[config.mk]
export PLATFORM = sky130hd
export DESIGN_NAME = tick_timeout_wakeup_scheduler_unit
export DESIGN_NICKNAME = d
export VERILOG_FILES = /design/src/hw/rtl/ttws_pkg.sv /design/src/hw/rtl/ttws_alu.sv /design/src/hw/rtl/ttws_dl_ram.sv /design/src/hw/rtl/ttws_table.sv /design/src/hw/rtl/tick_timeout_wakeup_scheduler_unit.sv
export VERILOG_INCLUDE_DIRS = /design/src /design/src/hw/rtl
export SDC_FILE = /design/constraint.sdc
export NUM_CORES = 2
export LEC_CHECK = 0
export BUFFER_PORTS_ARGS = -buffer_cell sky130_fd_sc_hd__buf_4
export CORE_ASPECT_RATIO = 0.5
export CORE_MARGIN = 2
export CORE_UTILIZATION = 36
export CTS_BUF_LIST = sky130_fd_sc_hd__clkbuf_4 sky130_fd_sc_hd__clkbuf_8 sky130_fd_sc_hd__clkbuf_16
export CTS_CLUSTER_SIZE = 20
export DETAILED_ROUTE_END_ITERATION = 16
export PLACE_DENSITY = 0.6
export REMOVE_ABC_BUFFERS = 1
export SYNTH_ARGS = -nofsm -noshare
export SYNTH_HDL_FRONTEND = slang
export SYNTH_SLANG_ARGS = --single-unit
[constraint.sdc]
create_clock -name i_clk -period 6.4 [get_ports i_clk]
set_clock_uncertainty 0.15 [all_clocks]
set_input_delay 0.64 -clock i_clk [delete_from_list [all_inputs] [get_ports i_clk]]
set_output_delay 0.64 -clock i_clk [all_outputs]
set_load 0.02 [all_outputs]
[src/hw/rtl/tick_timeout_wakeup_scheduler_unit_defines.svh]
// ----------------------------------------------------------------------------
// tick scheduler assertion macros
// concurrent check helpers, compiled out when ASSERT_OFF is set
// ----------------------------------------------------------------------------
`ifndef TICK_TIMEOUT_WAKEUP_SCHEDULER_UNIT_DEFINES_SVH
`define TICK_TIMEOUT_WAKEUP_SCHEDULER_UNIT_DEFINES_SVH

`ifndef ASSERT_OFF
`define ASSERT_IMPL(lbl, clk, rst_n, ante, cons) \
    lbl: assert property (@(posedge clk) disable iff (!rst_n) (ante) |-> (cons)) \
        else $error("%m: check failed");
`define ASSERT_NEXT(lbl, clk, rst_n, ante, cons) \
    lbl: assert property (@(posedge clk) disable iff (!rst_n) (ante) |=> (cons)) \
        else $error("%m: check failed");
`define ASSERT_NEVER(lbl, clk, rst_n, cond) \
    lbl: assert property (@(posedge clk) disable iff (!rst_n) !(cond)) \
        else $error("%m: check failed");
`else
`define ASSERT_IMPL(lbl, clk, rst_n, ante, cons)
`define ASSERT_NEXT(lbl, clk, rst_n, ante, cons)
`define ASSERT_NEVER(lbl, clk, rst_n, cond)
`endif

`endif

[src/hw/rtl/ttws_pkg.sv]
// ----------------------------------------------------------------------------
// tick scheduler package
// shared types, codes and a helper function of the tick scheduler
// ----------------------------------------------------------------------------
package ttws_pkg;

    localparam int DATA_W    = 32;
    localparam int WEIGHT_W  = 16;
    localparam int TID_W     = 5;
    localparam int MODE_W    = 2;
    localparam int CFG_IDX_W = 2;
    localparam int CFG_DAT_W = 16;
    localparam int S_TDATA_W = 80;
    localparam int M_TDATA_W = 112;

    localparam logic [DATA_W-1:0] SIGN_BIT = 32'h8000_0000;

    localparam logic [CFG_IDX_W-1:0] CFG_LIMIT  = 2'd0;
    localparam logic [CFG_IDX_W-1:0] CFG_ENABLE = 2'd1;

    typedef enum logic [2:0] {
        ST_IDLE,
        ST_DISPATCH,
        ST_SCAN,
        ST_CHARGE_SUB,
        ST_CHARGE_ADD,
        ST_FINISH
    } t_state;

    typedef enum logic [MODE_W-1:0] {
        MODE_TICK   = 2'd0,
        MODE_ARM    = 2'd1,
        MODE_CANCEL = 2'd2,
        MODE_WEIGHT = 2'd3
    } t_mode;

    typedef enum logic {
        ALU_ADD,
        ALU_SUB
    } t_alu_op;

    typedef struct packed {
        logic wt_we;
        logic cr_we;
    } t_tbl_ctl;

    function automatic logic [TID_W-1:0] lowest_set(input logic [DATA_W-1:0] m);
        logic [TID_W-1:0] idx;
        idx = '0;
        for (int i = DATA_W - 1; i >= 0; i--) begin
            if (m[i]) begin
                idx = TID_W'(i);
            end
        end
        return idx;
    endfunction

endpackage

[src/hw/rtl/ttws_alu.sv]
// ----------------------------------------------------------------------------
// tick scheduler shared adder
// one 32-bit add/subtract unit used for deadline compare and credit update
// ----------------------------------------------------------------------------
module ttws_alu (
    input  logic [ttws_pkg::DATA_W-1:0] i_a,
    input  logic [ttws_pkg::DATA_W-1:0] i_b,
    input  ttws_pkg::t_alu_op           i_op,
    output logic [ttws_pkg::DATA_W-1:0] o_y
);

    always_comb begin
        unique case (i_op)
            ttws_pkg::ALU_ADD: o_y = i_a + i_b;
            ttws_pkg::ALU_SUB: o_y = i_a - i_b;
            default:           o_y = i_a + i_b;
        endcase
    end

endmodule

[src/hw/rtl/ttws_dl_ram.sv]
// ----------------------------------------------------------------------------
// tick scheduler deadline store
// one write port, one registered read port
// ----------------------------------------------------------------------------
module ttws_dl_ram #(
    parameter int DEPTH = 32,
    parameter int AW    = 5
) (
    input  logic                        i_clk,
    input  logic                        i_we,
    input  logic [AW-1:0]               i_waddr,
    input  logic [ttws_pkg::DATA_W-1:0] i_wdata,
    input  logic [AW-1:0]               i_raddr,
    output logic [ttws_pkg::DATA_W-1:0] o_rdata
);

    logic [ttws_pkg::DATA_W-1:0] r_mem [DEPTH];
    logic [ttws_pkg::DATA_W-1:0] r_rdata;

    always_ff @(posedge i_clk) begin
        if (i_we) begin
            r_mem[i_waddr] <= i_wdata;
        end
        r_rdata <= r_mem[i_raddr];
    end

    assign o_rdata = r_rdata;

endmodule

[src/hw/rtl/ttws_table.sv]
// ----------------------------------------------------------------------------
// tick scheduler thread table
// per-thread credit and weight stores with valid bits, reset reads as zero
// ----------------------------------------------------------------------------
module ttws_table #(
    parameter int DEPTH = 32,
    parameter int AW    = 5
) (
    input  logic                          i_clk,
    input  logic                          i_rst_n,
    input  ttws_pkg::t_tbl_ctl            i_ctl,
    input  logic [AW-1:0]                 i_wt_addr,
    input  logic [ttws_pkg::WEIGHT_W-1:0] i_wt_wdata,
    input  logic [AW-1:0]                 i_cr_addr,
    input  logic [ttws_pkg::DATA_W-1:0]   i_cr_wdata,
    output logic [ttws_pkg::DATA_W-1:0]   o_credit,
    output logic [ttws_pkg::WEIGHT_W-1:0] o_weight
);

    logic [ttws_pkg::DATA_W-1:0]   r_cr_mem [DEPTH];
    logic [ttws_pkg::WEIGHT_W-1:0] r_wt_mem [DEPTH];
    logic [DEPTH-1:0]              r_cr_vld;
    logic [DEPTH-1:0]              r_wt_vld;
    logic [ttws_pkg::DATA_W-1:0]   r_cr_q;
    logic [ttws_pkg::WEIGHT_W-1:0] r_wt_q;
    logic                          r_cr_qv;
    logic                          r_wt_qv;

    always_ff @(posedge i_clk) begin
        if (!i_rst_n) begin
            r_cr_vld <= '0;
            r_wt_vld <= '0;
            r_cr_qv  <= 1'b0;
            r_wt_qv  <= 1'b0;
        end else begin
            if (i_ctl.cr_we) begin
                r_cr_vld[i_cr_addr] <= 1'b1;
            end
            if (i_ctl.wt_we) begin
                r_wt_vld[i_wt_addr] <= 1'b1;
            end
            r_cr_qv <= r_cr_vld[i_cr_addr];
            r_wt_qv <= r_wt_vld[i_cr_addr];
        end
    end

    // credit and weight are both read for the charged thread
    always_ff @(posedge i_clk) begin
        if (i_ctl.cr_we) begin
            r_cr_mem[i_cr_addr] <= i_cr_wdata;
        end
        if (i_ctl.wt_we) begin
            r_wt_mem[i_wt_addr] <= i_wt_wdata;
        end
        r_cr_q <= r_cr_mem[i_cr_addr];
        r_wt_q <= r_wt_mem[i_cr_addr];
    end

    assign o_credit = r_cr_qv ? r_cr_q : '0;
    assign o_weight = r_wt_qv ? r_wt_q : '0;

endmodule

[src/hw/rtl/tick_timeout_wakeup_scheduler_unit.sv]
// ----------------------------------------------------------------------------
// tick timeout wakeup scheduler
// tick engine: timeout wakeup scan, weighted timeshare charge, lowest ready
// ----------------------------------------------------------------------------
// tick request: DISPATCH, SCAN over every thread, CHARGE_SUB, CHARGE_ADD, then FINISH;
//   CHARGE_ADD is skipped when no credit is charged; the scan checks one entry per cycle
// arm, cancel, weight request: DISPATCH, then FINISH
// the result is registered on leaving FINISH, and no new request is taken before
//   the block leaves FINISH; a held result stalls the block
// reset clears tick counter, armed timers, credits and weights; deadlines stay
// ----------------------------------------------------------------------------
`include "tick_timeout_wakeup_scheduler_unit_defines.svh"

module tick_timeout_wakeup_scheduler_unit #(
    parameter int THREADS = 32
) (
    input  logic                             i_clk,
    input  logic                             i_rst_n,
    input  logic                             i_cfg_valid,
    output logic                             o_cfg_ready,
    input  logic [ttws_pkg::CFG_IDX_W-1:0]   i_cfg_addr,
    input  logic [ttws_pkg::CFG_DAT_W-1:0]   i_cfg_data,
    input  logic                             i_s_axis_tvalid,
    output logic                             o_s_axis_tready,
    // thread[4:0], value[36:5], ready_mask[68:37], active_thread[73:69]
    input  logic [ttws_pkg::S_TDATA_W-1:0]   i_s_axis_tdata,
    // mode[1:0]
    input  logic [ttws_pkg::MODE_W-1:0]      i_s_axis_tuser,
    output logic                             o_m_axis_tvalid,
    input  logic                             i_m_axis_tready,
    // woken_mask[31:0], ready_out[63:32], yielded[64], active_not_ready[65],
    // reschedule[66], next_thread[71:67], none_ready[72], tick_count[104:73]
    output logic [ttws_pkg::M_TDATA_W-1:0]   o_m_axis_tdata
);

    localparam int TW = $clog2(THREADS);
    localparam logic [TW-1:0] LAST_IDX = TW'(THREADS - 1);
    localparam logic [ttws_pkg::TID_W:0] THREADS_N = (ttws_pkg::TID_W + 1)'(THREADS);

    ttws_pkg::t_state                r_state;
    ttws_pkg::t_state                n_state;
    ttws_pkg::t_mode                 r_mode;
    logic [ttws_pkg::TID_W-1:0]      r_thr;
    logic [ttws_pkg::DATA_W-1:0]     r_val;
    logic [ttws_pkg::DATA_W-1:0]     r_ready;
    logic [ttws_pkg::TID_W-1:0]      r_act;
    logic [ttws_pkg::DATA_W-1:0]     r_tick;
    logic [THREADS-1:0]              r_armed;
    logic [THREADS-1:0]              r_woken;
    logic                            r_yielded;
    logic                            r_not_ready;
    logic [TW-1:0]                   r_idx;
    logic [TW-1:0]                   n_idx;
    logic [ttws_pkg::DATA_W-1:0]     r_acc;
    logic [ttws_pkg::WEIGHT_W-1:0]   r_limit;
    logic                            r_en;
    logic                            r_out_valid;
    logic [ttws_pkg::M_TDATA_W-1:0]  r_out_data;

    logic                            in_accept;
    logic                            out_free;
    logic                            thr_ok;
    logic                            act_ok;
    logic                            wake;
    logic                            dl_we;
    logic [ttws_pkg::DATA_W-1:0]     dl_q;
    logic [ttws_pkg::DATA_W-1:0]     alu_a;
    logic [ttws_pkg::DATA_W-1:0]     alu_b;
    ttws_pkg::t_alu_op               alu_op;
    logic [ttws_pkg::DATA_W-1:0]     alu_y;
    ttws_pkg::t_tbl_ctl              tbl_ctl;
    logic [ttws_pkg::DATA_W-1:0]     cr_wdata;
    logic [ttws_pkg::DATA_W-1:0]     tbl_credit;
    logic [ttws_pkg::WEIGHT_W-1:0]   tbl_weight;

    assign o_cfg_ready     = 1'b1;
    assign o_s_axis_tready = (r_state == ttws_pkg::ST_IDLE);
    assign in_accept       = i_s_axis_tvalid && o_s_axis_tready;
    assign out_free        = !r_out_valid || i_m_axis_tready;
    assign thr_ok          = {1'b0, r_thr} < THREADS_N;
    assign act_ok          = r_en && ({1'b0, r_act} < THREADS_N);
    assign wake            = (alu_y == '0) || ((alu_y & ttws_pkg::SIGN_BIT) != '0);

    ttws_alu u_alu (
        .i_a  (alu_a),
        .i_b  (alu_b),
        .i_op (alu_op),
        .o_y  (alu_y)
    );

    ttws_dl_ram #(
        .DEPTH (THREADS),
        .AW    (TW)
    ) u_dl_ram (
        .i_clk   (i_clk),
        .i_we    (dl_we),
        .i_waddr (r_thr[TW-1:0]),
        .i_wdata (r_val),
        .i_raddr (n_idx),
        .o_rdata (dl_q)
    );

    ttws_table #(
        .DEPTH (THREADS),
        .AW    (TW)
    ) u_table (
        .i_clk      (i_clk),
        .i_rst_n    (i_rst_n),
        .i_ctl      (tbl_ctl),
        .i_wt_addr  (r_thr[TW-1:0]),
        .i_wt_wdata (r_val[ttws_pkg::WEIGHT_W-1:0]),
        .i_cr_addr  (r_act[TW-1:0]),
        .i_cr_wdata (cr_wdata),
        .o_credit   (tbl_credit),
        .o_weight   (tbl_weight)
    );

    always_ff @(posedge i_clk) begin
        if (!i_rst_n) begin
            r_state <= ttws_pkg::ST_IDLE;
        end else begin
            r_state <= n_state;
        end
    end

    always_comb begin
        n_state  = r_state;
        n_idx    = r_idx;
        alu_a    = dl_q;
        alu_b    = r_tick;
        alu_op   = ttws_pkg::ALU_SUB;
        dl_we    = 1'b0;
        tbl_ctl  = '0;
        cr_wdata = r_acc;
        unique case (r_state)
            ttws_pkg::ST_IDLE: begin
                if (in_accept) begin
                    n_state = ttws_pkg::ST_DISPATCH;
                end
            end
            ttws_pkg::ST_DISPATCH: begin
                n_idx = '0;
                if (r_mode == ttws_pkg::MODE_TICK) begin
                    n_state = ttws_pkg::ST_SCAN;
                end else begin
                    n_state = ttws_pkg::ST_FINISH;
                    if (thr_ok && r_mode == ttws_pkg::MODE_ARM) begin
                        dl_we = 1'b1;
                    end
                    if (thr_ok && r_mode == ttws_pkg::MODE_WEIGHT) begin
                        tbl_ctl.wt_we = 1'b1;
                    end
                end
            end
            ttws_pkg::ST_SCAN: begin
                n_idx = r_idx + TW'(1);
                if (r_idx == LAST_IDX) begin
                    n_state = ttws_pkg::ST_CHARGE_SUB;
                end
            end
            ttws_pkg::ST_CHARGE_SUB: begin
                alu_a   = tbl_credit;
                alu_b   = ttws_pkg::DATA_W'(tbl_weight);
                n_state = act_ok ? ttws_pkg::ST_CHARGE_ADD : ttws_pkg::ST_FINISH;
            end
            ttws_pkg::ST_CHARGE_ADD: begin
                alu_a         = r_acc;
                alu_b         = ttws_pkg::DATA_W'(r_limit);
                alu_op        = ttws_pkg::ALU_ADD;
                tbl_ctl.cr_we = 1'b1;
                cr_wdata      = r_acc[ttws_pkg::DATA_W-1] ? alu_y : r_acc;
                n_state       = ttws_pkg::ST_FINISH;
            end
            ttws_pkg::ST_FINISH: begin
                if (out_free) begin
                    n_state = ttws_pkg::ST_IDLE;
                end
            end
            default: begin
                n_state = ttws_pkg::ST_IDLE;
            end
        endcase
    end

    always_ff @(posedge i_clk) begin
        if (!i_rst_n) begin
            r_tick      <= '0;
            r_armed     <= '0;
            r_out_valid <= 1'b0;
            r_limit     <= ttws_pkg::WEIGHT_W'(1);
            r_en        <= 1'b1;
            r_yielded   <= 1'b0;
            r_not_ready <= 1'b0;
        end else begin
            if (i_cfg_valid && o_cfg_ready) begin
                if (i_cfg_addr == ttws_pkg::CFG_LIMIT) begin
                    r_limit <= i_cfg_data;
                end else if (i_cfg_addr == ttws_pkg::CFG_ENABLE) begin
                    r_en <= i_cfg_data[0];
                end
            end

            if (in_accept) begin
                r_mode      <= ttws_pkg::t_mode'(i_s_axis_tuser);
                r_thr       <= i_s_axis_tdata[4:0];
                r_val       <= i_s_axis_tdata[36:5];
                r_ready     <= i_s_axis_tdata[68:37];
                r_act       <= i_s_axis_tdata[73:69];
                r_woken     <= '0;
                r_yielded   <= 1'b0;
                r_not_ready <= 1'b0;
            end

            r_idx <= n_idx;

            unique case (r_state)
                ttws_pkg::ST_DISPATCH: begin
                    if (r_mode == ttws_pkg::MODE_TICK) begin
                        r_tick <= r_tick + ttws_pkg::DATA_W'(1);
                    end else if (thr_ok && r_mode == ttws_pkg::MODE_ARM) begin
                        r_armed[r_thr[TW-1:0]] <= 1'b1;
                    end else if (thr_ok && r_mode == ttws_pkg::MODE_CANCEL) begin
                        r_armed[r_thr[TW-1:0]] <= 1'b0;
                    end
                end
                ttws_pkg::ST_SCAN: begin
                    if (r_armed[r_idx] && wake) begin
                        r_armed[r_idx] <= 1'b0;
                        r_woken[r_idx] <= 1'b1;
                    end
                end
                ttws_pkg::ST_CHARGE_SUB: begin
                    r_ready <= r_ready | ttws_pkg::DATA_W'(r_woken);
                    r_acc   <= alu_y;
                end
                ttws_pkg::ST_CHARGE_ADD: begin
                    if (r_acc[ttws_pkg::DATA_W-1]) begin
                        if (r_ready[r_act]) begin
                            r_ready[r_act] <= 1'b0;
                            r_yielded      <= 1'b1;
                        end else begin
                            r_not_ready <= 1'b1;
                        end
                    end
                end
                default: begin
                end
            endcase

            if (r_state == ttws_pkg::ST_FINISH && out_free) begin
                r_out_valid <= 1'b1;
            end else if (i_m_axis_tready) begin
                r_out_valid <= 1'b0;
            end
        end
    end

    always_ff @(posedge i_clk) begin
        if (r_state == ttws_pkg::ST_FINISH && out_free) begin
            r_out_data <= {
                7'd0,
                r_tick,
                (r_ready == '0),
                ttws_pkg::lowest_set(r_ready),
                ((r_woken != '0) || r_yielded),
                r_not_ready,
                r_yielded,
                r_ready,
                ttws_pkg::DATA_W'(r_woken)
            };
        end
    end

    assign o_m_axis_tvalid = r_out_valid;
    assign o_m_axis_tdata  = r_out_data;

    `ASSERT_NEVER(a_flag_excl, i_clk, i_rst_n, r_yielded && r_not_ready)
    `ASSERT_IMPL(a_woken_disarmed, i_clk, i_rst_n, r_state == ttws_pkg::ST_FINISH,
        (r_woken & r_armed) == '0)
    `ASSERT_NEXT(a_tick_inc, i_clk, i_rst_n,
        r_state == ttws_pkg::ST_DISPATCH && r_mode == ttws_pkg::MODE_TICK,
        r_tick == $past(r_tick) + 32'd1)
    `ASSERT_NEXT(a_scan_start, i_clk, i_rst_n, r_state == ttws_pkg::ST_DISPATCH, r_idx == '0)

endmodule

Word level (Yosys, flattened, before mapping):

Memory sizes are Yosys's and may differ from the RTL's. A register that Yosys moved wholly into a read port is not among the register bits.
Index checks and enable logic that the tools add are counted.

* add/subtract/negate cells: 4
* order comparisons: 6
* eq/ne operators: 16
* multiplexer cells: 97
* bitwise operators: 12
* reductions and logical operators: 29

Operator list (count)
* 2-to-1 mux 32 bit: 15
* case mux 32 bit (2 select lines): 5
* OR 32 bit: 5
* bitwise AND 32 bit: 3
* NOT 32 bit: 3
* 2-to-1 mux 5 bit: 16
* logical NOT 32 bit: 2
* 2-to-1 mux 1 bit: 33
* adder 32 x 1 -> 32 bit (second input constant): 1
* adder 32 bit: 1
* 2-to-1 mux 4 bit: 8
* nonzero test 32 bit: 1
* subtractor 32 bit: 1
* 2-to-1 mux 3 bit: 8
* binary-select mux 1 bit (select 5 bit): 4
* less-than comparator 5 x 6 -> 1 bit (second input constant): 3
* case mux 3 bit (6 select lines): 1
* 2-to-1 mux 16 bit: 1
* OR reduction 16 bit: 1
* demux 1 bit (select 5 bit): 3
* greater-or-equal comparator 5 x 1 -> 1 bit (second input constant): 3
* case mux 5 bit (2 select lines): 1
* != test 2 bit (second input constant): 4
* AND reduction 2 bit: 4
* 22 further kinds: 37

* register bits: 403
* bits in writable memories: 2560
* input bits: 105
* output and inout bits: 115
* memories: 3

Memory list
* u_dl_ram.r_mem: depth 32, bits a word 32, read ports 1, clocked after memory_dff 1, wr ports 1, line ttws_dl_ram.sv:17 `logic [ttws_pkg::DATA_W-1:0] r_mem [DEPTH];`
* u_table.r_cr_mem: depth 32, bits a word 32, read ports 1, clocked after memory_dff 1, wr ports 1, line ttws_table.sv:20 `logic [ttws_pkg::DATA_W-1:0] r_cr_mem [DEPTH];`
* u_table.r_wt_mem: depth 32, bits a word 16, read ports 1, clocked after memory_dff 1, wr ports 1, line ttws_table.sv:21 `logic [ttws_pkg::WEIGHT_W-1:0] r_wt_mem [DEPTH];`

Longest topological paths before layout:

* depth in word-level cells: 31
* depth in mapped cells: 28
* mapped depth without buffers: 24

By module:

A second synthesis with hierarchy kept.

* cell total of the unflattened synthesis: 6733
* area, all modules: 119930.0 um2

Modules (own cells, without submodules)
* ttws_table: instances 1, cells an instance 2692, area an instance 61197.4 um2, sequential area each 48406.4 um2
* ttws_dl_ram: instances 1, cells an instance 2260, area an instance 40492.6 um2, sequential area each 31390.1 um2
* tick_timeout_wakeup_scheduler_unit: instances 1, cells an instance 1438, area an instance 15871.5 um2, sequential area each 9248.9 um2
* ttws_alu: instances 1, cells an instance 343, area an instance 2368.5 um2, sequential area each 0.0 um2

Worst setup path after synthesis:

No wires, ideal clock.

* path kind: register to register
* start: reg r_state[0]
* end: mem u_table.r_cr_mem[0][29] (netlist name), data pin
* setup time: 0.454 ns
* arrival: 6.048 ns
* data required time: 5.796 ns
* path slack: -0.252 ns
* cell stages (with the launch flop): 20
* path buffers: 1
* period minus slack after synthesis: 6.652 ns
* path through: dfxtp_1 -> or3b_1 -> buf_2 -> o22ai_1 -> a21oi_1 -> or3b_4 -> or4_4 -> or3_4 -> nor2_1 -> o21ai_0 -> o311a_1 -> nor3_1 -> ha_1 -> nand2_1 -> nor2_1 -> a2111oi_0 -> nand2_1 -> a41oi_1 -> xnor2_1 -> o21ai_0

* word-level cells in the longest chain between the ends: 6
* elaborated cells on any way between the ends: 10
* those cells by class: 2 x add/sub; 2 x eq/ne; 6 x mux

Ends and longest elaborated chain
* start: declaration: line tick_timeout_wakeup_scheduler_unit.sv:40 `ttws_pkg::t_state r_state;`
* start signal: assignment: line tick_timeout_wakeup_scheduler_unit.sv:120 `r_state <= ttws_pkg::ST_IDLE;`
* start signal: assignment: line tick_timeout_wakeup_scheduler_unit.sv:122 `r_state <= n_state;`
* == test 3 bit or == test 3 x 2 -> 1 bit (tied branches): line tick_timeout_wakeup_scheduler_unit.sv:135 `unique case (r_state)`
* case mux 32 bit (2 select lines): line tick_timeout_wakeup_scheduler_unit.sv:135
* subtractor 32 bit or adder 32 bit (tied branches)
* case mux 32 bit (2 select lines): line ttws_alu.sv:13 `unique case (i_op)`
* 2-to-1 mux 32 bit: line tick_timeout_wakeup_scheduler_unit.sv:171 `cr_wdata = r_acc[ttws_pkg::DATA_W-1] ? alu_y : r_acc;`
* 2-to-1 mux 32 bit (*): line tick_timeout_wakeup_scheduler_unit.sv:135
* named net cr_wdata, one bit: line tick_timeout_wakeup_scheduler_unit.sv:72 `logic [ttws_pkg::DATA_W-1:0] cr_wdata;`
* end: declaration: line ttws_table.sv:20

The timed path passes the listed nets; every way through them passes the cells marked *.

==> flow_summary.ini <==
[yosys]
ys_seq_area_share_pct = 73.99
yosysUniqueCellTypes = 83
synthesis.area_um2 = 120400
ys.flop_type = edfxtp_1
yosysWarnings = 0
async_reset_ff_share_pct = 0
synth_edf_count = 2810
syn_area_per_cell_um2 = 15.67
ys_ff_latch = 3043
syn-instance-count = 7680

[critical_path]
crit_family = simple AND/OR/NAND/NOR gates
cp.arrival_ns = 6.89
path_class = flip-flop to flip-flop
crit_slowest_cell = or4_4
path_buf_inv = 5
worstPathRequired_ns = 7.04
critical_path.most_common_cell = buf_4
cp-end-kind = flip-flop
startpoint_type = flip-flop
cp_max_fo = 11
cpPeakStageDelay_ns = 0.53

[power_and_ir_drop]
power_frac_seq_pct = 47.8
cellPowerDensity_nw_per_um2 = 335.3
combPwrFrac_pct = 15.1
irDropWorstVdd_uv = 228.6
power_frac_clock_pct = 37.2
p_sw_share_pct = 25.66
fin_total_pwr_mw = 47.07
internal-power_mw = 34.99
leakage_nw = 46.36
power.switching_mw = 12.08

[run_status]
outcome = complete, no violations

[die]
rows = 150
start_util_pct = 36.11
core_um2 = 333300
ioPinCount = 220
die_w_um = 821.7
dieArea_um2 = 339200
die_y_um = 412.8

[detailed_routing]
detail_route.wl_per_cell_um = 26.32
vias_per_cell = 5.516
vias = 70920
firstDrtPassIters = 7
wirelength_um = 338400
antenna_left = 0
route.detailed.drc = 0
drt_iter0_markers = 8232

[cts]
cts.sinks = 3043
clk_pin_slew_worst_paths_ns = 0.06
clock_latency_ns = 0.88
tritoncts = built
numCtsBuffers = 297
cts-root-buf = clkbuf_16
htreeDepth = 5
cts_buffer_depth = 4

[global_route]
first_global_vias = 68580
grt.total_usage_pct = 19.25
antenna_found_initial = 17
grt_pass1_wl_um = 485100
grt.overflow.total = 0
grt_max_degree = 136

[placement]
place_inst = 12240
dp_hpwl_um = 194800
gp_congestion = 0.8792
placed_cell_area_um2 = 129400
port-buffer-count = 205
pre_cts_ws_ns = -0.2432

[timing]
fin_crit_ns = 6.257
fin_ws_ns = 0.1430
rsz0062_at_grt = true
setup_violations = 0
slew_headroom_pct = 12.46
max_freq_mhz = 159.8
finalHoldViolCount = 0
tightest_slew_ns = 1.310
slew_violations = 0
fin_crit_sh_pct = 97.77
fin_setup_tns_ns = 0

[finish]
finalNetCount = 8300
finalInstanceArea_um2 = 140400
fillCellCount = 29650
area_growth_pct = 16.65
layout-drive-gt1-share_pct = 20.48
fin_cells = 12860

[run]
drv_cap = 0

[hold_path]
hold_path_class = input port to flip-flop
[final cells by class]
class,instances,area [µm²],share of cell area [%]
diodes,4,10.01,0.007130
well taps,4484,5610,3.996
inverters,89,354.1,0.2522
repair buffers,672,5729,4.081
clock inverters,111,1115,0.7941
flip-flops and latches,3043,89050,63.43
multi-input cells,4050,30050,21.40
clock buffers,405,8471,6.034
[worst paths after layout]
check	to	start	slack, ns	cells after the start
setup / recovery	flip-flop	r_state[1]$_SDFFE_PN0P_	0.14	25
hold / removal	r_limit[9]$_SDFFE_PN0P_	i_cfg_data[9]	0.06	3
setup reg to reg	flip-flop	r_state[1]$_SDFFE_PN0P_	0.14	25
hold reg to reg	o_m_axis_tdata[65]$_DFFE_PP_	r_not_ready$_SDFF_PN0_	0.30	0
[repair_timing]
item / CTS / global route
gates cloned: 1 / 1
gates resized for setup: 17 / 77
setup buffers: 4 / 6
endpoints found under the hold margin: 92 / 0
pin swaps: 8 / 45
hold buffers: 91 / 0
endpoints found under the setup margin: 128 / 192
[per-layer routing]
layer  track usage [%]  wire, µm  vias to the layer above
met1             26.17    140100                    36780
met2             32.43    164100                     2792
met5                 0        21                        -
met3             2.492     23160                      565
met4             6.039     10990                        4
li1                  -         -                    30780
[tightest hold or removal path, cell delays in order]
cell and delay, ns:
buf_4 0.08, nand2_1 0.14, a21oi_1 0.16
[registers in the layout (all words and copies together), names as in the netlist, 2 cells and up, named ones only]
name and flops:
r_woken 32, u_dl_ram.o_rdata 32, u_table.r_cr_mem 1024, r_mode 2, r_ready 32, r_val 32, r_limit 16, r_acc 32
u_table.r_wt_mem 512, r_act 5, r_tick 32, u_dl_ram.r_mem 1024, o_m_axis_tdata 105, r_thr 5, u_table.r_wt_q 16, r_idx 5
r_state 3, u_table.r_cr_vld 32, u_table.r_wt_vld 32, u_table.r_cr_q 32
[per-stage QoR]
step | utilization [%] | hold slack, ns
6_report | 42.12 | 0.06108
5_1_grt | 42.11 | 0.05082
4_1_cts | 42.00 | 0.02606
3_5_place_dp | 38.82 | 0.2875
3_3_place_gp | 38.82 | 0.2727
2_1_floorplan | - | 0.2586
[cells by family after synthesis]
family          after synthesis  synth area share, %
flops                      3043                73.99
xor+xnor                     69               0.5021
fa+ha+maj                    42               0.4429
simple gates               2428                8.694
mux                         432                7.863
other cells                   2             0.006240
buf+inv                     593                1.958
compound gates             1071                6.546
[power groups by stage]
| stage | registers [mW] | clock network, mW | logic [mW] |
|---|---|---|---|
| finish | 22.5 | 17.5 | 7.09 |
| CTS | 22.5 | 17.7 | 6.77 |
| global route | 22.5 | 18.4 | 7.68 |
| detailed placement | 22.9 | 0 | 6.62 |
| floorplan | 22.9 | 0 | 4.30 |
| global placement | 22.9 | 0 | 6.60 |
[cell usage after synthesis (all sizes together) (6+ instances only)]
cell type	count	area share, %
edfxtp	2810	70
nand2	1424	4.4
mux4	408	7.6
clkbuf	390	1.2
nor2	366	1.1
nand3	283	1.2
a22oi	235	1.5
dfxtp	233	3.9
a311oi	224	1.6
a21oi	192	0.80
and3	139	0.72
buf	114	0.46
o31ai	104	0.65
inv	88	0.27
o21ai	86	0.36
nand4	65	0.34
a31oi	47	0.25
ha	41	0.43
a221oi	39	0.41
xor2	36	0.26
xnor2	33	0.24
a32o	31	0.26
nor3	30	0.13
o22ai	29	0.15
nor4	19	0.11
mux2	17	0.16
or3	16	0.087
and2	15	0.078
nand2b	13	0.068
nor2b	12	0.062
nor3b	11	0.081
a21boi	10	0.062
o22a	10	0.073
o21a	9	0.056
nand3b	8	0.050
a21o	7	0.044
and3b	7	0.051
mux2i	7	0.069
a211oi	6	0.037
a22o	6	0.044
o211ai	6	0.037
[placed cells by master (no fill, tap or decap), drive strengths merged, types with 104 or more instances in the layout]
master  count
buf       580
edfxtp   2810
nand2    1424
nand3     283
o31ai     104
clkbuf    406
nor2      366
dfxtp     233
a21oi     192
mux4      408
a22oi     235
and3      139
a311oi    224
(Power assumes the default switching activity.)
